[config.mk]
export PLATFORM = sky130hd
export DESIGN_NAME = glms_mul
export DESIGN_NICKNAME = d
export VERILOG_FILES = /design/src/hdl/glms_pkg.sv /design/src/hdl/glms_mul.sv
export SDC_FILE = /design/constraint.sdc
export NUM_CORES = 2
export LEC_CHECK = 0
export ABC_CLOCK_PERIOD_IN_PS = 15200
export BUFFER_PORTS_ARGS = -buffer_cell sky130_fd_sc_hd__buf_4
export CAP_MARGIN = 20
export CORE_ASPECT_RATIO = 0.75
export CORE_MARGIN = 10
export CORE_UTILIZATION = 60
export CTS_CLUSTER_DIAMETER = 80
export DETAILED_ROUTE_END_ITERATION = 10
export PLACE_DENSITY = 0.74
export SLEW_MARGIN = 25
export SYNTH_ARGS = -nofsm -noshare
export SYNTH_HDL_FRONTEND = slang
export SYNTH_SLANG_ARGS = --single-unit
[constraint.sdc]
create_clock -name clock -period 15.2 [get_ports clock]
set_clock_uncertainty 0.05 [all_clocks]
set_input_delay 0 -clock clock [delete_from_list [all_inputs] [get_ports clock]]
set_output_delay 0 -clock clock [all_outputs]
set_load 0.01 [all_outputs]
[src/hdl/glms_pkg.sv]
// Shared types, constants and helper functions for the guided Langevin
// Metropolis step block. No dependencies; all files but glms_ram import this package.
package glms_pkg;

   localparam int BEADS   = 16384;
   localparam int BEAD_AW = $clog2(BEADS);
   localparam int SUM_N   = 7;
   localparam int SUM_W   = 64;
   localparam int ROW_W   = SUM_N * SUM_W;

   localparam int DIV_NW = 63;
   localparam int DIV_DW = 40;
   localparam int DIV_CW = $clog2(DIV_NW);

   localparam logic [31:0] TIME_STEP_RST   = 32'd4294967;
   localparam logic [30:0] NOISE_SCALE_RST = 31'd4649438;
   localparam logic [30:0] INV_TEMP_RST    = 31'd111848107;
   localparam logic signed [31:0] START_POS_RST = -32'sd241591910;

   localparam logic signed [63:0] ONE_Q28   = 64'sd268435456;
   localparam logic [31:0]        LOG2E_Q30 = 32'd1549082005;
   localparam logic [31:0]        LN2_Q32   = 32'd2977044472;

   localparam int SUM_X         = 0;
   localparam int SUM_X_SQ      = 1;
   localparam int SUM_DU        = 2;
   localparam int SUM_FORCE     = 3;
   localparam int SUM_FORCE_DU  = 4;
   localparam int SUM_HALF_SQ   = 5;
   localparam int SUM_HALF_SQDU = 6;

   typedef enum logic [1:0] {
      CSR_TIME_STEP,
      CSR_NOISE_SCALE,
      CSR_INV_TEMP,
      CSR_START_POS
   } csr_index_type;

   typedef enum logic {
      OP_STEP,
      OP_READ
   } op_type;

   typedef struct packed {
      op_type              op;
      logic [13:0]         bead_index;
      logic signed [31:0]  gauss_sample;
      logic [31:0]         uniform_sample;
      logic signed [31:0]  mean_here;
      logic signed [31:0]  mean_next;
      logic signed [31:0]  stiffness_here;
      logic signed [31:0]  stiffness_next;
   } req_type;

   typedef struct packed {
      logic signed [31:0]  new_position;
      logic                accepted;
      logic signed [63:0]  sum_x;
      logic signed [63:0]  sum_x_sq;
      logic signed [63:0]  sum_du;
      logic signed [63:0]  sum_force;
      logic signed [63:0]  sum_force_du;
      logic signed [63:0]  sum_half_sq;
      logic signed [63:0]  sum_half_sq_du;
   } rsp_type;

   typedef struct packed {
      logic signed [63:0]  a;
      logic signed [63:0]  b;
      logic [5:0]          sh;
   } mul_req_type;

   typedef struct packed {
      logic [DIV_NW-1:0]   dividend;
      logic [DIV_DW-1:0]   divisor;
   } div_req_type;

   function automatic logic signed [63:0] sadd(logic signed [63:0] a, logic signed [63:0] b);
      logic signed [63:0] s;
      s = a + b;
      if ((a[63] == b[63]) && (s[63] != a[63])) begin
         s = a[63] ? {1'b1, 63'd0} : {1'b0, {63{1'b1}}};
      end
      return s;
   endfunction

   // Reciprocal of k scaled by 2^36, rounded down.
   function automatic logic [36:0] recip(logic [3:0] k);
      logic [36:0] r;
      case (k)
         4'd1:    r = 37'd68719476736;
         4'd2:    r = 37'd34359738368;
         4'd3:    r = 37'd22906492245;
         4'd4:    r = 37'd17179869184;
         4'd5:    r = 37'd13743895347;
         4'd6:    r = 37'd11453246122;
         4'd7:    r = 37'd9817068105;
         4'd8:    r = 37'd8589934592;
         4'd9:    r = 37'd7635497415;
         4'd10:   r = 37'd6871947673;
         default: r = 37'd0;
      endcase
      return r;
   endfunction

endpackage

[src/hdl/glms_mul.sv]
// Multi-cycle signed multiply with floor shift and 64-bit saturation, built on
// one 32x32 multiplier. Depends on glms_pkg.
module glms_mul import glms_pkg::*; (
   input  logic               clock,
   input  logic               reset,
   input  logic               start,
   input  mul_req_type        req,
   output logic               done,
   output logic signed [63:0] result
);

   typedef enum logic [1:0] {M_IDLE, M_PP, M_SHIFT, M_SAT} mstate_type;

   mstate_type         st_ff;
   logic [63:0]        ua_ff, ub_ff;
   logic               neg_ff;
   logic [5:0]         sh_ff;
   logic [1:0]         cnt_ff;
   logic [127:0]       acc_ff, mag_ff;
   logic               rem_ff;
   logic               done_ff;
   logic signed [63:0] result_ff;

   logic [31:0]  a_part, b_part;
   logic [63:0]  pp;
   logic [127:0] pp_sh, acc_in, shifted, mask;
   logic         rem;
   logic [64:0]  lo65;
   logic         big;
   logic [63:0]  low;
   logic signed [63:0] sat;

   always_comb begin
      a_part = cnt_ff[1] ? ua_ff[63:32] : ua_ff[31:0];
      b_part = cnt_ff[0] ? ub_ff[63:32] : ub_ff[31:0];
      pp = a_part * b_part;
      case (cnt_ff)
         2'd0:    pp_sh = {64'd0, pp};
         2'd3:    pp_sh = {pp, 64'd0};
         default: pp_sh = {32'd0, pp, 32'd0};
      endcase
      acc_in  = acc_ff + pp_sh;
      shifted = acc_ff >> sh_ff;
      mask    = (128'd1 << sh_ff) - 128'd1;
      rem     = |(acc_ff & mask);
      lo65    = {1'b0, mag_ff[63:0]} + {64'd0, neg_ff & rem_ff};
      big     = (|mag_ff[127:64]) | lo65[64];
      low     = lo65[63:0];
      if (neg_ff) begin
         if (big || (low > 64'h8000_0000_0000_0000)) begin
            sat = {1'b1, 63'd0};
         end else begin
            sat = -$signed(low);
         end
      end else begin
         if (big || low[63]) begin
            sat = {1'b0, {63{1'b1}}};
         end else begin
            sat = $signed(low);
         end
      end
   end

   always_ff @(posedge clock) begin
      if (reset) begin
         st_ff   <= M_IDLE;
         done_ff <= 1'b0;
         cnt_ff  <= 2'd0;
      end else begin
         done_ff <= 1'b0;
         case (st_ff)
            M_IDLE: begin
               if (start) begin
                  ua_ff  <= req.a[63] ? 64'd0 - req.a : req.a;
                  ub_ff  <= req.b[63] ? 64'd0 - req.b : req.b;
                  neg_ff <= req.a[63] ^ req.b[63];
                  sh_ff  <= req.sh;
                  cnt_ff <= 2'd0;
                  acc_ff <= '0;
                  st_ff  <= M_PP;
               end
            end
            M_PP: begin
               acc_ff <= acc_in;
               cnt_ff <= cnt_ff + 2'd1;
               if (cnt_ff == 2'd3) begin
                  st_ff <= M_SHIFT;
               end
            end
            M_SHIFT: begin
               mag_ff <= shifted;
               rem_ff <= rem;
               st_ff  <= M_SAT;
            end
            M_SAT: begin
               result_ff <= sat;
               done_ff   <= 1'b1;
               st_ff     <= M_IDLE;
            end
            default: st_ff <= M_IDLE;
         endcase
      end
   end

   assign done   = done_ff;
   assign result = result_ff;

endmodule

Word-level counts from Yosys, hierarchy flattened
Index checks and enable logic that the tools add are counted.
Storage, ports and cells
  logic and storage cells: 64
  memory bits (writable): 0
  memories kept: 0
  input port bits: 137
  ROM bits: 0
  output and inout port bits: 65
  latch bits: 0
  flip-flop bits (word level): 461
Cells by class
  multiply operators: 1
  equal/unequal tests: 6
  multiplexer cells: 16
  shifts and indexed selects: 2
  add/subtract/negate cells: 7
  bitwise gates (word level): 5
  reductions and logical operators: 13
  div/mod/pow operators: 0
  $lt $le $gt $ge: 1
Operator list (number)
  $pmux 128 s2: 2
  $mux 64: 3
  $add 128x128->128: 1
  $and 128x128->128: 1
  $mux 128: 1
  $reduce_or 128->1: 1
  $shl 1x6->128 const A: 1
  $shr 128x6->128: 1
  $sub 1x64->64 const A: 2
  $sub 128x1->128 const B: 1
  $mux 63: 2
  $add 64x1->65: 1
  $gt 64x64->1 const B: 1
  $mul 32x32->64: 1
  $mux 32: 2
  $neg 64->64: 1
  $reduce_or 64->1: 1
  $pmux 2 s4: 1
  $reduce_and 2->1: 4
  $eq 2x2->1 const B: 3
  $mux 2: 3
  $reduce_and 3->1: 2
  $logic_not 2->1: 2
  $ne 2x2->1 const B: 2
  10 further kinds: 11

Logic depth before layout (Yosys ltp)
  depth in word-level cells: 6
  depth in mapped cells: 49
  depth with buffers taken out: 44

Least setup slack after synthesis
Ideal clock, no wire load.
  path type: register to register
  start: register cnt_ff[1]
  end: register acc_ff[121], data pin
  arrival: 11.621 ns
  cell stages (with the launch flop): 47
  period minus slack after synthesis: 11.934 ns
  setup time: 0.263 ns
  required time: 14.887 ns
  path buffers: 6
  slack: 3.266 ns
  path through: dfxtp_1 > clkbuf_1 > clkbuf_1 > clkbuf_1 > mux2i_1 > clkbuf_1 > nor2_1 > fa_1 > inv_1 > fa_1 > fa_1 > fa_1 > inv_1 > fa_1 > ha_1 > fa_1 > inv_1 > fa_1 > [11 not listed] > nor2b_1 > o31a_1 > xnor2_1 > a22o_1 > ha_1 > clkbuf_1 > nand4_1 > nor2_1 > nor4b_1 > and4_1 > a32oi_1 > a211oi_1 > o21ai_0 > o31a_1 > o21ai_0 > nand2_1 > o21ai_0 > mux2i_1
Between the ends
  word-level cells in the longest chain between the ends: 5
  elaborated cells on any way between the ends: 7
  classes of those cells: add/sub: 1; mul: 1; eq/ne: 1; mux: 3; reduce/logical: 1
RTL lines
  start: declaration: line glms_mul.sv:18  | logic [1:0] cnt_ff;
  start signal: assignment: line glms_mul.sv:85  | cnt_ff <= cnt_ff + 2'd1;
  $mux 32: line glms_mul.sv:34  | a_part = cnt_ff[1] ? ua_ff[63:32] : ua_ff[31:0];
  $mul 32x32->64: line glms_mul.sv:36  | pp = a_part * b_part;
  $pmux 128 s2 (*): line glms_mul.sv:37  | case (cnt_ff)
  $add 128x128->128 (*): line glms_mul.sv:42  | acc_in = acc_ff + pp_sh;
  $pmux 128 s2 (*): line glms_mul.sv:71  | case (st_ff)
  end signal: assignment: line glms_mul.sv:84  | acc_ff <= acc_in;
  end: declaration: line glms_mul.sv:19  | logic [127:0] acc_ff, mag_ff;
Mark *: on every way between the ends. The rest lies on a longest branch, timed or not.
A chain may end at the register's enable or synchronous reset.

Worst setup path after layout
  start: register cnt_ff[1]
  end: register acc_ff[125], data pin
The elaborated chain is that of the path after synthesis.

==> results by group <==
Run status
  – Run status: finished clean

Routing
  – Initial drt markers: around 10000
  – Via count: around 66000
  – Post-Route WL: around 270000 um
  – 1st-pass router iterations: 7
  – Routed len/inst: between 20 and 30 um
  – Routed vias/inst: ~6.6
  – DRC violations left: 0
  – Remaining antenna violation count: 0

Synthesis
  – Synth Register Bits: approximately 460
  – Cell area after synthesis: around 0.073 sq mm
  – Number of distinct library cells after synthesis: 101
  – Number of synthesized flops with an enable pin: 456
  – Synthesized Nets: approximately 10000
  – Main synth FF type: edfxtp_1
  – Gate Count Post-Synth: between 8000 and 9000
  – Avg Cell Area, Syn: roughly 8.8 sq um
  – Async set or reset register ratio after synthesis: 0
  – Yosys warning count: 0
  – Register area share after synthesis: 0.1886

Worst setup path
  – Slowest stage delay, CP: 0.99 ns
  – Crit start category: flop
  – CP required: 15.59 ns
  – Slowest cell on crit path: mux2i_4
  – Worst Setup Path Type: reg -> reg
  – CP endpoint kind: flop
  – Crit Path Max Fanout: 40
  – Worst Path Arrival: approximately 15 ns
  – Most frequent cell on the critical path: fa_1

STA
  – Tmin final: 14.71 ns
  – Slew at the pin closest to its max-slew limit: roughly 1.2 ns
  – Final TNS setup: 0 ns
  – Max-slew headroom: 0.2223
  – Max frequency: just under 70 MHz
  – Hold Vio Cnt, Final: 0
  – WHS: roughly 0.027 ns
  – Final period utilization: 0.9677
  – Slew Limit Fails: 0
  – RSZ-0062 raised after global routing: no
  – Final setup vio count: 0

CTS
  – Number of CTS-inserted buffers: 52
  – H-tree Lvls: 2
  – Worst skew pair latency: 0.71 ns
  – Clock Sinks: 461
  – CTS tree: built
  – Maximum clock path buffer count: 3
  – Clk root buf: clkbuf_16
  – CTS clk-pin slew, worst paths: 0.06 ns
  – Post_cts resized: 0

GRT
  – GR Overflow Total: 0
  – Antenna violations before repair: 22
  – Largest net degree at the start of global routing: about 150
  – First-pass GRT wire length: about 410000 um
  – Vias in the first global route: roughly 64000
  – Gr usage total: 0.3908

Placed design
  – DP Area: roughly 0.076 sq mm
  – DPL Wire Length: between 200000 and 250000 um
  – Placer Congestion: around 1.1
  – Port Buf Inserts: 201

Floorplan
  – Height of the die: around 320 um
  – Floorplan core area: ~0.12 sq mm
  – Die width: ~420 um
  – Die area: 0.1364 sq mm
  – Ports: approximately 200
  – Num rows: 110
  – Starting Density: 0.6066

Worst hold path
  – Class of the worst hold path: in -> reg

Layout
  – Commonest non-fill, non-tap cell in the layout: nand2_1
  – Final instance area: between 0.08 and 0.09 sq mm
  – Layout cell share with drive strength beyond 1: 0.08820
  – Area growth, synth to finish: 10.15%
  – Number of nets in the layout: a little under 10000
  – Most frequent cells in the layout: 1115 x nand2_1, 1006 x nor2_1, 985 x inv_1
  – Fill cells: between 9000 and 10000

Flow run
  – Max-cap violations: 0
## logic make-up (layout without fill, tap and decap cells)
logic type,Yosys count,count (layout),synth area share
compound gates,1375,1375,0.1212
xor+xnor,374,374,0.04479
fa+ha+maj,1307,1307,0.3157
buf+inv,1451,1670,0.07521
flops,461,461,0.1886
mux,386,386,0.07475
other cells,0,10,0
simple gates,2942,2942,0.1798
## path summary, 6_finish.rpt
| check | startpoint | to | slack [ns] | depth (start not counted) |
|---|---|---|---|---|
| setup / recovery | cnt_ff[1]$_SDFFE_PP0P_ | acc_ff[125]$_SDFFCE_PN0P_ | 0.49 | 40 |
| hold / removal | req[69] | ub_ff[37]$_DFFE_PP_ | 0.03 | 3 |
| setup reg to reg | cnt_ff[1]$_SDFFE_PP0P_ | acc_ff[125]$_SDFFCE_PN0P_ | 0.49 | 40 |
| hold reg to reg | st_ff[0]$_SDFFE_PP0P_ | st_ff[0]$_SDFFE_PP0P_ | 0.54 | 2 |
## cell usage after synthesis (118+ instances only)
cell      number  area share
nand2_1     1115       0.057
nor2_1      1009       0.052
inv_1        987       0.051
fa_1         897        0.25
edfxtp_1     456        0.19
ha_1         410       0.070
clkbuf_1     382       0.020
a21oi_1      374       0.026
o21ai_0      328       0.022
xnor2_1      285       0.034
and2_1       198       0.017
mux2i_1      194       0.027
a21o_1       122       0.013
mux4_2       121       0.037
nand4_1      118       0.010
## critical path, delay by kind of cell, from the launching register on
family	cells	cell delay [ns]
AO/OA/AOI/OAI	14	4.26
XOR/XNOR	1	0.54
buffers and inverters	6	0.33
AND/OR/NAND/NOR	8	2.28
adder cells (fa/ha/maj)	10	5.05
multiplexers	1	0.99
flip-flops	1	0.89
## final cells by class
| type | instances | area [sq um] | share of cell area |
|---|---|---|---|
| clock inverter | 35 | 401.6 | 0.004986 |
| multi-input combinational | 6384 | 54220 | 0.6730 |
| clock buffer | 62 | 1339 | 0.01662 |
| inverter | 988 | 3709 | 0.04604 |
| antenna | 10 | 25.02 | 0.0003106 |
| tap | 1624 | 2032 | 0.02522 |
| timing repair buffer | 585 | 5035 | 0.06250 |
| sequential | 461 | 13800 | 0.1713 |
## routing by layer
| layer | global-route usage | vias up | wire, um |
|---|---|---|---|
| li1 | - | 28210 | - |
| met1 | 0.5630 | 32530 | 110300 |
| met2 | 0.5159 | 5022 | 105700 |
| met3 | 0.1790 | 722 | 47680 |
| met4 | 0.1237 | 10 | 10390 |
| met5 | 0.001771 | - | 70 |
## flip-flops by register name, indices dropped and copies added, names as in the netlist
signal	cells
done	1
mag_ff	128
cnt_ff	2
result	64
sh_ff	6
ua_ff	64
neg_ff	1
acc_ff	128
ub_ff	64
st_ff	2
rem_ff	1
## what timing repair did
item	in CTS	in global routing
buffers inserted	0	0
hold buffers	244	0
endpoints found under the setup margin	0	0
hold endpoints to repair	170	0
## per-stage QoR
| step | utilization | setup WS [ns] | std cells |
|---|---|---|---|
| finish | 0.6682 | 0.4903 | 10150 |
| global placement | 0.6326 | 1.389 | 9798 |
| CTS | 0.6675 | 1.141 | 10140 |
| global route | 0.6680 | 0.2378 | 10140 |
| detailed placement | 0.6328 | 1.172 | 9798 |
| floorplan | - | 3.266 | 8296 |
Power is not shown: default switching activity piles up to over one toggle a cycle in this logic, so the estimate is an artifact.
