$ cat src/hdl/glms_ram.sv
// Generic single-clock RAM with one write port and one registered read port.
// No dependencies.
module glms_ram #(
   parameter int WIDTH = 8,
   parameter int DEPTH = 16
) (
   input  logic                     clock,
   input  logic                     wr_en,
   input  logic [$clog2(DEPTH)-1:0] wr_addr,
   input  logic [WIDTH-1:0]         wr_data,
   input  logic                     rd_en,
   input  logic [$clog2(DEPTH)-1:0] rd_addr,
   output logic [WIDTH-1:0]         rd_data
);

   logic [WIDTH-1:0] mem [DEPTH];
   logic [WIDTH-1:0] rd_data_ff;

   always_ff @(posedge clock) begin
      if (wr_en) begin
         mem[wr_addr] <= wr_data;
      end
      if (rd_en) begin
         rd_data_ff <= mem[rd_addr];
      end
   end

   assign rd_data = rd_data_ff;

endmodule

$ cat config.mk
export PLATFORM = sky130hd
export DESIGN_NAME = glms_ram
export DESIGN_NICKNAME = d
export VERILOG_FILES = /design/src/hdl/glms_ram.sv
export SDC_FILE = /design/constraint.sdc
export NUM_CORES = 1
export LEC_CHECK = 0
export BUFFER_PORTS_ARGS = -buffer_cell sky130_fd_sc_hd__buf_4
export CORE_MARGIN = 2
export CORE_UTILIZATION = 60
export CTS_CLUSTER_SIZE = 24
export DETAILED_ROUTE_END_ITERATION = 16
export PLACE_DENSITY_LB_ADDON = 0.12
export SYNTH_ARGS = -nofsm -noshare
export SYNTH_HDL_FRONTEND = slang
export SYNTH_SLANG_ARGS = --single-unit
$ cat constraint.sdc
create_clock -name clock -period 4.05 [get_ports clock]
set_clock_uncertainty 0.2 [all_clocks]
set_input_delay 0.81 -clock clock [delete_from_list [all_inputs] [get_ports clock]]
set_output_delay 0.81 -clock clock [all_outputs]
set_load 0.005 [all_outputs]
# [Word level (Yosys, flattened, before mapping)]
# Memories as Yosys holds them, arrays and structs flattened. A register that Yosys moved wholly into a read port is not among the register bits.
# Cells that the tools add are included.
[word_totals] reg_bits=0 mem_bits_rw=128 in_bits=19 output_inout_bits=8 elab_cells=3 memories=1
[op_classes] muxes=2
[mem_list] name="mem" depth=16 word_bits=8 read_ports=1 rd_ports_with_merged_regs=1 write_ports=1 line_no="16" text="logic [WIDTH-1:0] mem [DEPTH];"
[ops] operator="2-to-1 mux 1 bit" count=2

# [Depth between registers and ports, before layout]
# Gate-level depths: netlist of the first run.
[depth] ltp_word=2 mapped_depth=5

# [Worst setup path after synthesis of the first run]
# OpenSTA, ideal clock, no wires.
[synth_timing] path_type="input-to-reg" startpoint="in wr_addr[2]" endpoint="mem mem[0][0], enable pin" t_arrival_ns=1.920 required_ns=3.467 setup_slack_ns=1.547 cell_stages=2 path_buffers=0 path_cell_list="or3b_2 -> nor3_1"
[synth_lines] element="start, declared" line_no="9" text="input logic [$clog2(DEPTH)-1:0] wr_addr,"
[synth_lines] element="end, declared" line_no="16"
# No word-level cell before the write port.

==> results of run 1 <==
[power by group]
part,total (mW),switching (mW),internal (mW)
logic,0.143,0.0798,0.0636
clock network,1.54,0.547,0.991
registers,1.60,0.00960,1.59
total,3.28,0.636,2.64
[cells in the mapped netlist, drive strengths merged (2+ instances only)]
library cell and count:
edfxtp 136, mux4 32, a22oi 16, nor2 13
nand2 9, buf 7, nor3 4, clkdlybuf4s25 3
nand2b 2, nand3b 2
[kinds of logic (layout without fill, tap and decap cells)]
family          Yosys count  after routing
buf+inv                  10             62
flops                   136            136
compound gates           16             16
simple gates             35             35
mux                      32             32
[state kept, by name, summed over array words and instances, names as in the netlist]
register	flops
mem	128
rd_data	8
[per-layer routing]
layer	GRT usage	routed length, um	vias to the layer above
li1	-	-	1064
met4	0.07051	82	0
met5	0	0	-
met1	0.3206	4442	1291
met2	0.3456	4892	64
met3	0.06331	330	12
[layout by cell type (no fill, tap or decap), types with 4 or more instances in the layout]
cell,n
mux4_2,18
nor2_1,13
bufinv_16,4
edfxtp_1,136
nor3_1,4
a22oi_1,16
buf_4,30
mux4_1,14
clkinvlp_4,4
nand2_1,9
clkbuf_16,16
[through the flow]
stage	total power, mW	std cells	worst slack, ps	instance area (um^2)
finish	3.277	389	1801	6101
CTS	3.301	389	1807	6101
floorplan	1.702	229	1547	5228
global placement	1.765	357	1247	5502
global route	3.375	389	1706	6101
detailed placement	1.770	357	1247	5502
[layout make-up]
cell class	count	area (um^2)
Clock inverter	14	181.4
Timing Repair Buffer	30	225.2
Fill cell	517	2492
Clock buffer	18	417.9
Sequential cell	136	4084
Tap cell	108	135.1
Multi-Input combinational cell	83	1057
[path summary, 6_finish.rpt]
kind                              endpoint  slack [ps]  cells after the start
worst min-delay path             mem[5][1]         400                      1
worst min register to register  rd_data[5]         550                      3
worst max register to register  rd_data[5]        2360                      3
worst max-delay path            rd_data[5]        1800                      4
==> metrics.txt, run 1 <==
# TYPE chip_impl_metric gauge
chip_impl_metric{name="core-area",unit="um^2"} 8593
chip_impl_metric{name="gp_congestion",unit=""} 0.7106
chip_impl_info{name="tritoncts",value="done"} 1
chip_impl_metric{name="number_of_max_capacitance_violations_reported",unit=""} 0
chip_impl_metric{name="timing.final.setup_violations",unit=""} 0
chip_impl_metric{name="xor_xnor_share_of_the_synthesized_area",unit=""} 0
chip_impl_metric{name="worst_path_largest_cell_delay",unit="ps"} 660
chip_impl_metric{name="ctsLongestPathBuffers",unit=""} 2
chip_impl_metric{name="antenna_found_initial",unit=""} 0
chip_impl_info{name="category_of_the_worst_setup_path_capture_point",value="flop"} 1
chip_impl_metric{name="routed_length_per_placed_instance",unit="um"} 25.06
chip_impl_metric{name="syn2layout_area_growth",unit="%"} 16.71
chip_impl_metric{name="yosys.cell_types.count",unit=""} 18
chip_impl_metric{name="drt_first_iter_violations",unit=""} 152
chip_impl_metric{name="synth.yosys.warnings",unit=""} 0
chip_impl_info{name="main_combinational_cell_family_by_area_after_synthesis",value="multiplexers"} 1
chip_impl_metric{name="critical_path.n_buffers_inverters",unit=""} 1
chip_impl_metric{name="drt.antenna.violating_nets",unit=""} 0
chip_impl_metric{name="critPathMaxFanout",unit=""} 32
chip_impl_metric{name="die_height",unit="um"} 97.34
chip_impl_metric{name="post-cts-setup-buffer-count",unit=""} 0
chip_impl_metric{name="maximum_number_of_pins_on_one_net_before_global_route_repair",unit=""} 33
chip_impl_metric{name="number_of_synthesized_register_bits",unit=""} 136
chip_impl_metric{name="start_util",unit=""} 0.6083
chip_impl_metric{name="seq_area_frac_synth",unit=""} 0.7812
chip_impl_info{name="synth.area.top_cells",value="edfxtp_1, mux4_2, mux4_1"} 1
chip_impl_metric{name="detailed_place_hpwl",unit="um"} 5937
chip_impl_metric{name="clk_pin_slew",unit="ps"} 60
chip_impl_metric{name="hold_viol_final",unit=""} 0
chip_impl_info{name="grt_setup_unrepaired",value="no"} 1
chip_impl_metric{name="portBuffers",unit=""} 26
chip_impl_metric{name="grt_overflow",unit=""} 0
chip_impl_metric{name="worst_ep_required_time",unit="ps"} 4120
chip_impl_metric{name="rows",unit=""} 34
chip_impl_metric{name="post-route-drc-count",unit=""} 0
chip_impl_info{name="yosys.area.top_type",value="edfxtp_1"} 1
chip_impl_metric{name="vias_per_cell",unit=""} 6.249
chip_impl_metric{name="post_synth_and_or_nand_nor_area_fraction",unit=""} 0.03135
chip_impl_metric{name="drt-total-wl",unit="um"} 9748
chip_impl_info{name="outcome",value="finished clean"} 1
chip_impl_metric{name="grt_pass1_wl",unit="um"} 14830
chip_impl_metric{name="syn-instance-count",unit=""} 229
chip_impl_info{name="critPathLaunchType",value="input port"} 1
chip_impl_info{name="reg_to_reg_start",value="mem[0][5]"} 1
chip_impl_info{name="path_delay_family",value="multiplexers"} 1
chip_impl_info{name="hold_path_startpoint",value="wr_data[1]"} 1
chip_impl_metric{name="cts.sink_count",unit=""} 136
chip_impl_metric{name="io_pins",unit=""} 27
chip_impl_metric{name="worst_skew_pair.late_latency",unit="ps"} 510
chip_impl_metric{name="grt_usage",unit=""} 0.2243
chip_impl_info{name="postSynth.topFlopCell",value="edfxtp_1"} 1
chip_impl_metric{name="post_cts_resized",unit=""} 0
chip_impl_metric{name="die_area",unit="um^2"} 9475
chip_impl_metric{name="detailroute.via_count",unit=""} 2431
chip_impl_info{name="crit_path_max_delay_cell_type",value="mux4_1"} 1
chip_impl_info{name="cts-root-buf",value="clkbuf_8"} 1
chip_impl_metric{name="slew_margin_rel",unit=""} 0.3586
chip_impl_metric{name="postSynthNetCount",unit=""} 248
chip_impl_metric{name="post-route-period-util",unit=""} 0.5554
chip_impl_metric{name="syn_avg_cell_area",unit="um^2"} 22.83
chip_impl_metric{name="worst_slew_pin_slew",unit="ps"} 958.6
chip_impl_metric{name="final_core_utilization",unit=""} 0.7100
chip_impl_metric{name="drt_pass1_iterations",unit=""} 4
chip_impl_info{name="worstPathCellList",value="buf_4 > mux4_1 > a22oi_1 > nand2_1"} 1
chip_impl_info{name="setup.worst_path.class",value="in2reg"} 1
chip_impl_metric{name="h_tree_levels",unit=""} 4
chip_impl_metric{name="number_of_buffers_created_by_cts",unit=""} 17
chip_impl_metric{name="synth_mux_area_frac",unit=""} 0.1479
chip_impl_metric{name="dieWidth",unit="um"} 97.34
chip_impl_metric{name="synth_fa_ha_area_frac",unit=""} 0
chip_impl_info{name="min-delay-path-class",value="in2reg"} 1
chip_impl_metric{name="vias_in_the_first_global_route",unit=""} 2445
chip_impl_metric{name="nNetsFinal",unit=""} 287
chip_impl_metric{name="async_reset_ff_frac",unit=""} 0
chip_impl_metric{name="hold-worst-slack",unit="ps"} 401.9
chip_impl_info{name="crit_start",value="rd_addr[0]"} 1
chip_impl_metric{name="max_clock_freq",unit="MHz"} 444.6
chip_impl_metric{name="post_synth_instance_area",unit="um^2"} 5228
chip_impl_metric{name="final_max_slew_viol_count",unit=""} 0
chip_impl_metric{name="antenna_diode_count",unit=""} 0
chip_impl_metric{name="power.ir.vdd_worst",unit="mV"} 0.3691
chip_impl_metric{name="postCtsHoldBufs",unit=""} 0
chip_impl_metric{name="synth_compound_gate_area_share",unit=""} 0.02298
chip_impl_metric{name="time_the_worst_path_needs_with_i_o_delays_and_setup",unit="ps"} 2249
chip_impl_metric{name="totalNegativeSetupSlack",unit="ps"} 0
chip_impl_metric{name="yosys.area.top_type_share",unit=""} 0.7812
chip_impl_metric{name="synth_edf_count",unit=""} 136
chip_impl_metric{name="power_density",unit="nW/um^2"} 537.2
chip_impl_metric{name="drive_above_1_share",unit=""} 0.2776
chip_impl_metric{name="reported_leakage_power",unit="nW"} 2.034
chip_impl_metric{name="worstPathArrival",unit="ps"} 2310
No activity file was read; power rests on OpenSTA's default activity.
==> run 2, diff against run 1 <==
--- a/config.mk
+++ b/config.mk
@@ -5,6 +5,7 @@
 export SDC_FILE = /design/constraint.sdc
 export NUM_CORES = 1
 export LEC_CHECK = 0
+export ABC_AREA = 1
 export BUFFER_PORTS_ARGS = -buffer_cell sky130_fd_sc_hd__buf_4
 export CORE_MARGIN = 2
 export CORE_UTILIZATION = 60
==> constraint.sdc (replaced) <==
create_clock -name clock -period 2.2 [get_ports clock]
set_clock_uncertainty 0.2 [all_clocks]
set_input_delay 0.44 -clock clock [delete_from_list [all_inputs] [get_ports clock]]
set_output_delay 0.44 -clock clock [all_outputs]
set_load 0.005 [all_outputs]
==> metrics.txt, run 2 <==
# TYPE chip_impl_metric gauge
chip_impl_metric{name="antenna_diode_count",unit=""} 0
chip_impl_metric{name="yosys.cell_types.count",unit=""} 11
chip_impl_metric{name="cts.sink_count",unit=""} 136
chip_impl_metric{name="die_height",unit="um"} 102.7
chip_impl_metric{name="core-area",unit="um^2"} 9594
chip_impl_metric{name="ctsLongestPathBuffers",unit=""} 2
chip_impl_metric{name="syn_avg_cell_area",unit="um^2"} 10.61
chip_impl_metric{name="dp_worst_setup_slack",unit="ps"} 206.8
chip_impl_metric{name="yosys.area.top_type_share",unit=""} 0.6985
chip_impl_metric{name="drt.antenna.violating_nets",unit=""} 0
chip_impl_metric{name="post-route-period-util",unit=""} 0.7729
chip_impl_metric{name="power.ir.vdd_worst",unit="mV"} 0.6379
chip_impl_metric{name="critPathMaxFanout",unit=""} 1
chip_impl_metric{name="timing.final.setup_violations",unit=""} 0
chip_impl_metric{name="critical_path.n_buffers_inverters",unit=""} 1
chip_impl_metric{name="timing.reg2reg.setup_slack",unit="ps"} 790
chip_impl_info{name="worstPathCellList",value="buf_4"} 1
chip_impl_metric{name="async_reset_ff_frac",unit=""} 0
chip_impl_metric{name="h_tree_levels",unit=""} 4
chip_impl_metric{name="seq_area_frac_synth",unit=""} 0.6985
chip_impl_metric{name="maximum_number_of_pins_on_one_net_before_global_route_repair",unit=""} 65
chip_impl_metric{name="number_of_synthesized_register_bits",unit=""} 136
chip_impl_metric{name="synth_edf_count",unit=""} 136
chip_impl_info{name="category_of_the_worst_setup_path_capture_point",value="primary output"} 1
chip_impl_metric{name="postSynthNetCount",unit=""} 570
chip_impl_metric{name="worst_path_largest_cell_delay",unit="ps"} 390
chip_impl_metric{name="grt_usage",unit=""} 0.2570
chip_impl_metric{name="worst_setup_slack_after_layout",unit="ps"} 499.7
chip_impl_metric{name="worst_ep_required_time",unit="ps"} 1560
chip_impl_info{name="layout.cells.most_common_list",value="nand2_1, edfxtp_1, inv_1"} 1
chip_impl_metric{name="worstPathArrival",unit="ps"} 1060
chip_impl_metric{name="final_max_slew_viol_count",unit=""} 0
chip_impl_metric{name="post_cts_resized",unit=""} 0
chip_impl_info{name="setup.worst_path.class",value="reg2out"} 1
chip_impl_info{name="cts-root-buf",value="clkbuf_8"} 1
chip_impl_metric{name="largest_register_ff_count",unit=""} 128
chip_impl_info{name="final_common_cell",value="nand2_1"} 1
chip_impl_metric{name="max_clock_freq",unit="MHz"} 588.1
chip_impl_info{name="min-delay-path-class",value="in2reg"} 1
chip_impl_info{name="grt_setup_unrepaired",value="no"} 1
chip_impl_metric{name="post-route-drc-count",unit=""} 0
chip_impl_info{name="crit_path_max_delay_cell_type",value="edfxtp_1"} 1
chip_impl_metric{name="totalNegativeSetupSlack",unit="ps"} 0
chip_impl_metric{name="antenna_found_initial",unit=""} 0
chip_impl_metric{name="dieWidth",unit="um"} 102.7
chip_impl_metric{name="syn2layout_area_growth",unit="%"} 14.51
chip_impl_metric{name="start_util",unit=""} 0.6094
chip_impl_metric{name="number_of_buffers_created_by_cts",unit=""} 17
chip_impl_info{name="yosys.area.top_type",value="edfxtp_1"} 1
chip_impl_info{name="postSynth.topFlopCell",value="edfxtp_1"} 1
chip_impl_metric{name="routed_length_per_placed_instance",unit="um"} 16.94
chip_impl_metric{name="drive_above_1_share",unit=""} 0.1161
chip_impl_metric{name="drt-total-wl",unit="um"} 12470
chip_impl_metric{name="io_pins",unit=""} 27
chip_impl_metric{name="slew_margin_rel",unit=""} 0.6144
chip_impl_metric{name="worst_skew_pair.late_latency",unit="ps"} 520
chip_impl_metric{name="post_synth_instance_area",unit="um^2"} 5847
chip_impl_metric{name="reported_leakage_power",unit="nW"} 2.906
chip_impl_info{name="critPathLaunchType",value="flop"} 1
chip_impl_info{name="path_delay_family",value="flip-flops"} 1
chip_impl_info{name="synth.area.top_cells",value="edfxtp_1, nand2_1, nand3_1"} 1
chip_impl_metric{name="grt_overflow",unit=""} 0
chip_impl_metric{name="hold_viol_final",unit=""} 0
chip_impl_info{name="synth_common_cells",value="nand2_1, edfxtp_1, inv_1, nand3_1, nor2_1"} 1
chip_impl_metric{name="grt_pass1_wl",unit="um"} 18890
chip_impl_metric{name="number_of_max_capacitance_violations_reported",unit=""} 0
chip_impl_metric{name="detailroute.via_count",unit=""} 3828
chip_impl_metric{name="vias_in_the_first_global_route",unit=""} 3459
chip_impl_metric{name="total_power",unit="mW"} 5.568
chip_impl_metric{name="worst_slew_pin_slew",unit="ps"} 577.8
chip_impl_metric{name="portBuffers",unit=""} 26
chip_impl_info{name="regMostFlops",value="mem"} 1
chip_impl_metric{name="layout.filler_cells",unit=""} 726
chip_impl_metric{name="synth.yosys.warnings",unit=""} 0
chip_impl_metric{name="clk_pin_slew",unit="ps"} 60
chip_impl_metric{name="power_density",unit="nW/um^2"} 831.7
chip_impl_metric{name="gp_congestion",unit=""} 0.7909
chip_impl_metric{name="drt_pass1_iterations",unit=""} 5
chip_impl_metric{name="rows",unit=""} 36
chip_impl_metric{name="final_core_utilization",unit=""} 0.6978
chip_impl_metric{name="syn-instance-count",unit=""} 551
chip_impl_metric{name="nNetsFinal",unit=""} 613
chip_impl_metric{name="post-cts-setup-buffer-count",unit=""} 0
chip_impl_info{name="tritoncts",value="done"} 1
chip_impl_info{name="most_used_standard_cell_by_instance_count_after_synthesis",value="nand2_1"} 1
chip_impl_metric{name="drt_first_iter_violations",unit=""} 256
chip_impl_metric{name="detailed_place_hpwl",unit="um"} 7759
chip_impl_info{name="outcome",value="finished clean"} 1
chip_impl_metric{name="vias_per_cell",unit=""} 5.201
chip_impl_metric{name="time_the_worst_path_needs_with_i_o_delays_and_setup",unit="ps"} 1700
chip_impl_metric{name="die_area",unit="um^2"} 10550
[run 2: cell count changes after synthesis, sizes merged, moves of 4 or more]
cell	before	now
nand2	9	173
mux4	32	0
nor3	4	0
buf	7	24
inv	0	102
nor2	13	17
a22oi	16	0
nand3	1	97
[run 2: final cells by class]
| class | instances | area [um^2] | area share |
|---|---|---|---|
| well taps | 133 | 166.4 | 0.02486 |
| repair buffers | 48 | 387.9 | 0.05793 |
| clock buffers | 19 | 421.7 | 0.06298 |
| clock inverters | 9 | 38.79 | 0.005793 |
| flip-flops and latches | 136 | 4084 | 0.6100 |
| inverters | 102 | 382.9 | 0.05719 |
| multi-input cells | 289 | 1214 | 0.1813 |
[run 2: cell families after synthesis]
kind of cell / Yosys count / synth area share
buffers and inverters: 126 / 0.09394
and+or+nand+nor: 289 / 0.2076
DFF: 136 / 0.6985
[run 2: per-layer routing]
layer | track usage | routed length, um
met1 | 0.3571 | 5244
met2 | 0.3821 | 5852
met3 | 0.07119 | 1039
met4 | 0.1190 | 329
met5 | 0 | 0
[run 2: through the flow]
step / instance area (um^2) / hold slack [ps] / cells
6_report: 6695 / 55.72 / 736
5_1_grt: 6695 / 48.95 / 736
4_1_cts: 6695 / 57.71 / 736
3_5_place_dp: 6225 / 543.6 / 707
3_3_place_gp: 6225 / 531.8 / 707
2_1_floorplan: 5847 / 338.9 / 551
[run 2: where the power goes]
part           switching (mW)  internal, mW
logic                   0.249         0.120
clock network           0.939          1.32
registers              0.0149          2.92
[run 2: worst paths after layout]
kind	start	endpoint	depth (start not counted)
worst max-delay path	rd_data[5]	rd_data[5]	1
worst min-delay path	wr_data[4]	mem[10][4]	1
worst max register to register	mem[1][7]	rd_data[7]	6
worst min register to register	mem[14][3]	rd_data[3]	6
[run 2: repair_timing]
action,CTS,global route
hold buffers,1,0
endpoints found under the hold margin,8,0
endpoints found under the setup margin,0,0
