File: src/hdl/glms_pkg.sv
// Shared types, constants and helper functions for the guided Langevin
// Metropolis step block. No dependencies; all files but glms_ram import this package.
package glms_pkg;

   localparam int BEADS   = 16384;
   localparam int BEAD_AW = $clog2(BEADS);
   localparam int SUM_N   = 7;
   localparam int SUM_W   = 64;
   localparam int ROW_W   = SUM_N * SUM_W;

   localparam int DIV_NW = 63;
   localparam int DIV_DW = 40;
   localparam int DIV_CW = $clog2(DIV_NW);

   localparam logic [31:0] TIME_STEP_RST   = 32'd4294967;
   localparam logic [30:0] NOISE_SCALE_RST = 31'd4649438;
   localparam logic [30:0] INV_TEMP_RST    = 31'd111848107;
   localparam logic signed [31:0] START_POS_RST = -32'sd241591910;

   localparam logic signed [63:0] ONE_Q28   = 64'sd268435456;
   localparam logic [31:0]        LOG2E_Q30 = 32'd1549082005;
   localparam logic [31:0]        LN2_Q32   = 32'd2977044472;

   localparam int SUM_X         = 0;
   localparam int SUM_X_SQ      = 1;
   localparam int SUM_DU        = 2;
   localparam int SUM_FORCE     = 3;
   localparam int SUM_FORCE_DU  = 4;
   localparam int SUM_HALF_SQ   = 5;
   localparam int SUM_HALF_SQDU = 6;

   typedef enum logic [1:0] {
      CSR_TIME_STEP,
      CSR_NOISE_SCALE,
      CSR_INV_TEMP,
      CSR_START_POS
   } csr_index_type;

   typedef enum logic {
      OP_STEP,
      OP_READ
   } op_type;

   typedef struct packed {
      op_type              op;
      logic [13:0]         bead_index;
      logic signed [31:0]  gauss_sample;
      logic [31:0]         uniform_sample;
      logic signed [31:0]  mean_here;
      logic signed [31:0]  mean_next;
      logic signed [31:0]  stiffness_here;
      logic signed [31:0]  stiffness_next;
   } req_type;

   typedef struct packed {
      logic signed [31:0]  new_position;
      logic                accepted;
      logic signed [63:0]  sum_x;
      logic signed [63:0]  sum_x_sq;
      logic signed [63:0]  sum_du;
      logic signed [63:0]  sum_force;
      logic signed [63:0]  sum_force_du;
      logic signed [63:0]  sum_half_sq;
      logic signed [63:0]  sum_half_sq_du;
   } rsp_type;

   typedef struct packed {
      logic signed [63:0]  a;
      logic signed [63:0]  b;
      logic [5:0]          sh;
   } mul_req_type;

   typedef struct packed {
      logic [DIV_NW-1:0]   dividend;
      logic [DIV_DW-1:0]   divisor;
   } div_req_type;

   function automatic logic signed [63:0] sadd(logic signed [63:0] a, logic signed [63:0] b);
      logic signed [63:0] s;
      s = a + b;
      if ((a[63] == b[63]) && (s[63] != a[63])) begin
         s = a[63] ? {1'b1, 63'd0} : {1'b0, {63{1'b1}}};
      end
      return s;
   endfunction

   // Reciprocal of k scaled by 2^36, rounded down.
   function automatic logic [36:0] recip(logic [3:0] k);
      logic [36:0] r;
      case (k)
         4'd1:    r = 37'd68719476736;
         4'd2:    r = 37'd34359738368;
         4'd3:    r = 37'd22906492245;
         4'd4:    r = 37'd17179869184;
         4'd5:    r = 37'd13743895347;
         4'd6:    r = 37'd11453246122;
         4'd7:    r = 37'd9817068105;
         4'd8:    r = 37'd8589934592;
         4'd9:    r = 37'd7635497415;
         4'd10:   r = 37'd6871947673;
         default: r = 37'd0;
      endcase
      return r;
   endfunction

endpackage

File: src/hdl/glms_div.sv
// Restoring unsigned divider, one quotient bit per cycle.
// Depends on glms_pkg.
module glms_div import glms_pkg::*; (
   input  logic              clock,
   input  logic              reset,
   input  logic              start,
   input  div_req_type       req,
   output logic              done,
   output logic [DIV_NW-1:0] quotient
);

   typedef enum logic {D_IDLE, D_RUN} dstate_type;

   dstate_type        st_ff;
   logic [DIV_NW-1:0] dvd_ff;
   logic [DIV_DW-1:0] dvs_ff;
   logic [DIV_DW-1:0] rem_ff;
   logic [DIV_CW-1:0] cnt_ff;
   logic              done_ff;

   logic [DIV_DW:0] trial;
   logic            ge;
   logic [DIV_DW:0] diff;

   always_comb begin
      trial = {rem_ff, dvd_ff[DIV_NW-1]};
      ge    = trial >= {1'b0, dvs_ff};
      diff  = trial - {1'b0, dvs_ff};
   end

   always_ff @(posedge clock) begin
      if (reset) begin
         st_ff   <= D_IDLE;
         done_ff <= 1'b0;
         cnt_ff  <= '0;
      end else begin
         done_ff <= 1'b0;
         case (st_ff)
            D_IDLE: begin
               if (start) begin
                  dvd_ff <= req.dividend;
                  dvs_ff <= req.divisor;
                  rem_ff <= '0;
                  cnt_ff <= '0;
                  st_ff  <= D_RUN;
               end
            end
            D_RUN: begin
               rem_ff <= ge ? diff[DIV_DW-1:0] : trial[DIV_DW-1:0];
               dvd_ff <= {dvd_ff[DIV_NW-2:0], ge};
               cnt_ff <= cnt_ff + 1'b1;
               if (cnt_ff == DIV_CW'(DIV_NW - 1)) begin
                  done_ff <= 1'b1;
                  st_ff   <= D_IDLE;
               end
            end
            default: st_ff <= D_IDLE;
         endcase
      end
   end

   assign done     = done_ff;
   assign quotient = dvd_ff;

endmodule

File: config.mk
export PLATFORM = sky130hd
export DESIGN_NAME = glms_div
export DESIGN_NICKNAME = d
export VERILOG_FILES = /design/src/hdl/glms_pkg.sv /design/src/hdl/glms_div.sv
export SDC_FILE = /design/constraint.sdc
export NUM_CORES = 1
export LEC_CHECK = 0
export BUFFER_PORTS_ARGS = -buffer_cell sky130_fd_sc_hd__buf_2
export CORE_MARGIN = 3
export CORE_UTILIZATION = 30
export DETAILED_ROUTE_END_ITERATION = 8
export GPL_TIMING_DRIVEN = 0
export PLACE_DENSITY = 0.48
export SYNTH_ARGS = -nofsm -noshare
export SYNTH_HDL_FRONTEND = slang
export SYNTH_SLANG_ARGS = --single-unit
File: constraint.sdc
create_clock -name clock -period 7.6 [get_ports clock]
set_clock_uncertainty 0.15 [all_clocks]
set_input_delay 0.76 -clock clock [delete_from_list [all_inputs] [get_ports clock]]
set_output_delay 0.76 -clock clock [all_outputs]
set_load 0.02 [all_outputs]
### Yosys cells after proc, flatten, opt, wreduce, memory -nomap -nowiden

Cells that the tools add are included.

| cells by class | value |
|---|---|
| add/subtract/negate cells | 2 |
| order comparisons | 1 |
| equality and inequality tests | 2 |
| muxes and demuxes | 11 |
| bitwise operators | 2 |
| reduce and logical (&&, ||, !) cells | 3 |

Operators by type and width:

| operator | number |
|---|---|
| one-hot mux 63 bit (2 select lines) | 1 |
| two-way mux 40 bit | 2 |
| one-hot mux 40 bit (2 select lines) | 1 |
| two-way mux 63 bit | 1 |
| >= comparator 41 x 40 -> 1 bit | 1 |
| subtractor 40 bit | 1 |
| one-hot mux 6 bit (2 select lines) | 1 |
| adder 6 x 1 -> 6 bit, second input constant | 1 |
| equality test 6 bit, second input constant | 1 |
| two-way mux 6 bit | 1 |
| two-way mux 1 bit | 3 |
| AND reduction 3 bit | 1 |
| != test 2 bit, second input constant | 1 |
| NOT 1 bit | 2 |
| one-hot mux 1 bit (2 select lines) | 1 |
| AND reduction 2 bit | 1 |
| OR reduction 2 bit | 1 |

| storage, ports and cells | value |
|---|---|
| register bits after elaboration | 151 |
| bits of input ports | 106 |
| output and inout port bits | 64 |
| logic and storage cells | 27 |

### Logic depth before layout (Yosys ltp)

| logic depth | value |
|---|---|
| word-level depth | 3 |
| gate-level depth with buffers | 14 |
| depth with buffers taken out | 11 |

### Worst setup path before layout

No wires, ideal clock.

| path | value |
|---|---|
| path kind | input to register |
| start | input reset |
| end | register dvd_ff[0] (netlist: quotient[0]), enable pin |
| setup time | 567 ps |
| arrival time | 5285 ps |
| data required time | 6883 ps |
| setup slack | 1598 ps |
| cell stages on the path | 2 |
| buffers on the path | 1 |
| cell sequence | clkbuf_1 -> nor2_1 |

| between the ends | value |
|---|---|
| word-level cells in the longest chain between the ends | 2 |

Ends and longest elaborated chain:

| element | line | RTL |
|---|---|---|
| start: declaration | glms_div.sv:5 | `input logic reset,` |
| NOT 1 bit (no line) | -- |  |
| AND reduction 2 bit (no line) | -- |  |
| end signal: assignment | glms_div.sv:41 | `dvd_ff <= req.dividend;` |
| end signal: assignment | glms_div.sv:50 | `dvd_ff <= {dvd_ff[DIV_NW-2:0], ge};` |
| end: declaration | glms_div.sv:15 | `logic [DIV_NW-1:0] dvd_ff;` |

No other way between the ends.
A chain may end at the register's enable or synchronous reset.

### Worst setup path after layout

| path | value |
|---|---|
| start | register rem_ff[11] |
| end | register rem_ff[34], data pin |

| between the ends | value |
|---|---|
| word-level cells in the longest chain between the ends | 3 |
| elaborated cells between the ends (all ways) | 4 |
| classes of those cells | add/sub (1); order compare (1); mux (2) |

Ends and longest elaborated chain:

| element | line | RTL |
|---|---|---|
| start: declaration | glms_div.sv:17 | `logic [DIV_DW-1:0] rem_ff;` |
| start signal: assignment | glms_div.sv:49 | `rem_ff <= ge ? diff[DIV_DW-1:0] : trial[DIV_DW-1:0];` |
| subtractor 40 bit or >= comparator 41 x 40 -> 1 bit (tied branches) | glms_div.sv:28, glms_div.sv:27 |  |
| two-way mux 40 bit * | glms_div.sv:49 |  |
| one-hot mux 40 bit (2 select lines) * | glms_div.sv:38 | `case (st_ff)` |

Every way passes the cells marked *; elsewhere a longest branch is shown, timed or not.

==> tab_implementation.tex <==
\begin{tabular}{lr}
\hline
Metric & Value \\
\hline
\multicolumn{2}{l}{\textbf{Run status}} \\
Result of the run & completed \\
\multicolumn{2}{l}{\textbf{Synth}} \\
Post-synth ARST share & 0\% \\
Number of enable-type register cells in the synthesized netlist & about 140 \\
Mean cell area of the mapped netlist & approximately 11 um\^{}2 \\
Synthesis-stage register bit count & $\sim$150 \\
Syn Std Cell Area & 0.00853 mm\^{}2 \\
Sequential area share after synthesis & 52.2\% \\
Synth cell types & between 60 and 70 \\
Ys flop type & sky130\_fd\_sc\_hd\_\_edfxtp\_1 \\
Net count of the mapped netlist & 911 \\
Post-Syn Instances & between 700 and 800 \\
Total number of yosys warnings & 0 \\
\multicolumn{2}{l}{\textbf{Power and ir drop}} \\
Net load switching power & $\sim$0.67 mW \\
Switching Fraction & approximately 29\% \\
Largest vdd supply drop & $\sim$140 uV \\
Static Leakage & about 4.3 nW \\
Fraction of power consumed by combinational cells & 19.2\% \\
Proportion of power drawn by the clock network & 37.7\% \\
Power per cell area & 220 mW/mm\^{}2 \\
Cell Int Power & 1.66 mW \\
Power share of the sequential group & 43.1\% \\
\multicolumn{2}{l}{\textbf{Critical path}} \\
Number of buffer and inverter stages on the critical path & 1 \\
CP Cell Sequence & ha\_1 > a21oi\_1 > o21ai\_0 > a31o\_2 > o31ai\_2 > o221ai\_1 > or4\_1 > buf\_6 > nand2\_1 > o21ai\_0 \\
Worst path max stage delay & roughly 0.47 ns \\
Critical Path Fanout Max & 9 \\
Depth of the worst register-to-register path & 10 \\
Critical path class & reg -> reg \\
Top Family by Delay on Critical Path & compound AO/OA/AOI/OAI gates \\
Data arrival time of the critical path & roughly 3.8 ns \\
Startpoint type of the worst setup path & flop \\
Required time of the worst setup path & between 7 and 8 ns \\
Levels on crit path & 10 \\
Most numerous cell on the critical path & sky130\_fd\_sc\_hd\_\_o21ai\_0 \\
Sort of element at the end of the critical path & flop \\
CP max-delay cell & sky130\_fd\_sc\_hd\_\_o31ai\_2 \\
\multicolumn{2}{l}{\textbf{Routing}} \\
Number of violations reported at the end of detailed-routing iteration 0 & roughly 320 \\
Routed vias & about 6600 \\
DRC violations left & 0 \\
Vias per inst & between 4 and 5 \\
DRT Wirelength & 23.6 mm \\
Number of nets with antenna violations after routing & 0 \\
Routed wire length per instance & between 15 and 20 um \\
Number of detailed-routing iterations run before antenna repair & 5 \\
\multicolumn{2}{l}{\textbf{Placed design}} \\
Number of I/O port buffers & about 170 \\
Post-Place Cells & 1313 \\
Worst slack, placed & about 3.8 ns \\
Post-detail-place hpwl & around 18 mm \\
Final Wtd Congestion & $\sim$0.83 \\
\multicolumn{2}{l}{\textbf{Min path}} \\
Worst hold stages & 1 \\
Hold crit path type & in -> reg \\
\multicolumn{2}{l}{\textbf{Global routing}} \\
Vias in the first global route & around 6700 \\
Total global routing track utilization & between 10\% and 20\% \\
Maximum number of pins on one net before global-route repair & 27 \\
Antenna violations before repair & 8 \\
Gr ovfl total & 0 \\
Global-route wire length before repair & approximately 38 mm \\
\multicolumn{2}{l}{\textbf{STA}} \\
Worst slack on hold paths & 0.344 ns \\
Final worst path period share & between 40 and 50\% \\
Max-slew violation count & 0 \\
Unrepaired setup endpoints after global routing & no \\
Rel. slew slack & between 10\% and 20\% \\
Clock period minus worst slack & around 3.8 ns \\
Final setup vio count & 0 \\
Maximum clock frequency & about 260 MHz \\
Transition at the pin with the smallest max-transition slack & $\sim$1.2 ns \\
Worst Setup Slack, final & between 3 and 4 ns \\
Final hold violation count & 0 \\
\multicolumn{2}{l}{\textbf{Finish}} \\
Final std cells w/o fill & 1345 \\
Area added between synthesis and finish & 23.8\% \\
Share of final-layout standard cells stronger than drive strength 1 & a little under a third \\
Total number of nets in the final design & approximately 1100 \\
Post-layout utilization of the core & 37.8\% \\
Diodes inserted & 0 \\
\multicolumn{2}{l}{\textbf{Clocking}} \\
Buffer count from post-CTS setup fixing & 0 \\
CTS Buf Count & 17 \\
Hold buffer count at cts & 0 \\
CTS sink count & around 150 \\
Number of resized instances in the post-cts repair step & 0 \\
Clock slew seen by the registers of the worst setup and hold paths & roughly 0.07 ns \\
H-tree depth & 4 \\
Maximum clock insertion buffer count & 2 \\
Clock tree root driver cell & sky130\_fd\_sc\_hd\_\_clkbuf\_16 \\
Clk\_lat worst skew & around 0.44 ns \\
TritonCTS clock tree & built \\
\multicolumn{2}{l}{\textbf{Floorplanning}} \\
Die height & 175 um \\
Area enclosed by the die boundary & 0.0305 mm\^{}2 \\
Placement Rows & 61 \\
Area of the core & $\sim$0.028 mm\^{}2 \\
Starting Density & between 30\% and 40\% \\
I/O pins & 170 \\
Horizontal die dimension & around 170 um \\
\multicolumn{2}{l}{\textbf{Run}} \\
Count of max-cap constraint violations & 0 \\
\hline
\end{tabular}
-- stage by stage --
step                TNS (ns)  instance area (um^2)  total power, mW
finish                     0                 10600             2.33
global route               0                 10600             2.45
CTS                        0                 10600             2.36
detailed placement         0                  9960             1.47
global placement     -137.43                  9840             1.47
floorplan                  0                  8530             1.33
-- cell usage after synthesis (3+ instances only) --
library cell               instances  share of area (%)
sky130_fd_sc_hd__edfxtp_1        143                 50
sky130_fd_sc_hd__nand2_1          73                3.2
sky130_fd_sc_hd__a21oi_1          64                3.8
sky130_fd_sc_hd__mux2_2           63                8.3
sky130_fd_sc_hd__inv_1            51                2.2
sky130_fd_sc_hd__ha_1             42                6.2
sky130_fd_sc_hd__o21ai_0          34                2.0
sky130_fd_sc_hd__nor2_1           32                1.4
sky130_fd_sc_hd__nand3_1          30                1.8
sky130_fd_sc_hd__clkbuf_1         23                1.0
sky130_fd_sc_hd__a21o_1           18                1.6
sky130_fd_sc_hd__nor3_1           16               0.94
sky130_fd_sc_hd__or3_1            12               0.88
sky130_fd_sc_hd__o21a_1           11               0.97
sky130_fd_sc_hd__xor2_1            9               0.92
sky130_fd_sc_hd__dfxtp_1           8                1.9
sky130_fd_sc_hd__and2_1            7               0.51
sky130_fd_sc_hd__o31ai_1           7               0.62
sky130_fd_sc_hd__xnor2_1           7               0.72
sky130_fd_sc_hd__a31oi_1           6               0.44
sky130_fd_sc_hd__and3_1            6               0.44
sky130_fd_sc_hd__nand4_1           6               0.44
sky130_fd_sc_hd__a211oi_1          5               0.44
sky130_fd_sc_hd__a21boi_0          5               0.44
sky130_fd_sc_hd__nor2b_1           5               0.37
sky130_fd_sc_hd__or2_2             5               0.37
sky130_fd_sc_hd__or3b_2            5               0.51
sky130_fd_sc_hd__and4_1            4               0.41
sky130_fd_sc_hd__o211ai_1          4               0.35
sky130_fd_sc_hd__a2111o_1          3               0.40
sky130_fd_sc_hd__a211oi_2          3               0.44
sky130_fd_sc_hd__buf_2             3               0.18
sky130_fd_sc_hd__buf_4             3               0.26
sky130_fd_sc_hd__mux2i_1           3               0.35
-- worst reg2reg max path, stage by stage, from the launching register on --
cell and delay, ns:
sky130_fd_sc_hd__edfxtp_1 0.39, sky130_fd_sc_hd__ha_1 0.37, sky130_fd_sc_hd__a21oi_1 0.32, sky130_fd_sc_hd__o21ai_0 0.22, sky130_fd_sc_hd__a31o_2 0.26, sky130_fd_sc_hd__o31ai_2 0.47, sky130_fd_sc_hd__o221ai_1 0.19, sky130_fd_sc_hd__or4_1 0.44
sky130_fd_sc_hd__buf_6 0.17, sky130_fd_sc_hd__nand2_1 0.36, sky130_fd_sc_hd__o21ai_0 0.19
-- path summary, 6_finish.rpt --
check                           startpoint  slack, ns                        to
hold / removal                      req[5]       0.34       dvs_ff[5]$_DFFE_PP_
setup / recovery  rem_ff[11]$_SDFFCE_PN0P_       3.81  rem_ff[34]$_SDFFCE_PN0P_
setup reg to reg  rem_ff[11]$_SDFFCE_PN0P_       3.81  rem_ff[34]$_SDFFCE_PN0P_
hold reg to reg     cnt_ff[4]$_SDFFE_PP0N_       0.35    cnt_ff[4]$_SDFFE_PP0N_
-- metal layers --
layer | wire, um | up-vias | GRT usage (%)
li1 | - | 3250 | -
met1 | 10400 | 3111 | 19.9
met2 | 10800 | 185 | 25.0
met3 | 2080 | 27 | 7.02
met4 | 204 | 16 | 3.32
met5 | 110 | - | 0
-- state kept, by name (all words and copies together) (netlist names) --
| signal | cells |
|---|---|
| cnt_ff | 6 |
| done | 1 |
| dvs_ff | 40 |
| quotient | 63 |
| rem_ff | 40 |
| st_ff | 1 |
-- logic make-up (layout without fill, tap and decap cells) --
group,after synthesis,after routing,share of synthesized area [%]
mux,66,66,8.67
compound gates,190,190,14.6
buf+inv,84,289,4.18
xor+xnor,16,16,1.64
simple gates,212,212,12.3
flops,151,151,52.2
fa+ha+maj,43,43,6.40
-- cells in the final DEF (no fill, tap or decap), types with 6 or more instances in the layout --
| cell | n |
|---|---|
| sky130_fd_sc_hd__and3_1 | 6 |
| sky130_fd_sc_hd__a21o_1 | 18 |
| sky130_fd_sc_hd__o21a_1 | 11 |
| sky130_fd_sc_hd__ha_1 | 42 |
| sky130_fd_sc_hd__nor3_1 | 16 |
| sky130_fd_sc_hd__clkbuf_16 | 17 |
| sky130_fd_sc_hd__mux2_2 | 63 |
| sky130_fd_sc_hd__dfxtp_1 | 8 |
| sky130_fd_sc_hd__nand4_1 | 6 |
| sky130_fd_sc_hd__clkbuf_1 | 23 |
| sky130_fd_sc_hd__nor2_1 | 30 |
| sky130_fd_sc_hd__buf_2 | 171 |
| sky130_fd_sc_hd__or3_1 | 12 |
| sky130_fd_sc_hd__xor2_1 | 9 |
| sky130_fd_sc_hd__inv_1 | 51 |
| sky130_fd_sc_hd__xnor2_1 | 7 |
| sky130_fd_sc_hd__nand3_1 | 30 |
| sky130_fd_sc_hd__and2_1 | 7 |
| sky130_fd_sc_hd__edfxtp_1 | 143 |
| sky130_fd_sc_hd__o21ai_0 | 34 |
| sky130_fd_sc_hd__a21oi_1 | 64 |
| sky130_fd_sc_hd__a31oi_1 | 6 |
| sky130_fd_sc_hd__nand2_1 | 73 |
| sky130_fd_sc_hd__o31ai_1 | 7 |
-- final cells by class --
| class | count | area (um^2) |
|---|---|---|
| fillers | 2917 | 17400 |
| clock inverters | 15 | 166 |
| clock buffers | 17 | 425 |
| inverters | 52 | 195 |
| repair buffers | 173 | 948 |
| flip-flops and latches | 151 | 4450 |
| well taps | 378 | 473 |
| plain buffers | 32 | 161 |
| multi-input cells | 527 | 3730 |
-- power groups by stage --
stage | sequential (mW) | combinational, mW | clock [mW]
4_1_cts | 1.00 | 0.453 | 0.901
2_1_floorplan | 1.05 | 0.279 | 0
6_report | 1.00 | 0.447 | 0.876
3_3_place_gp | 1.03 | 0.440 | 0
3_5_place_dp | 1.02 | 0.451 | 0
5_1_grt | 1.01 | 0.499 | 0.938
No activity file was read; power rests on OpenSTA's default activity.
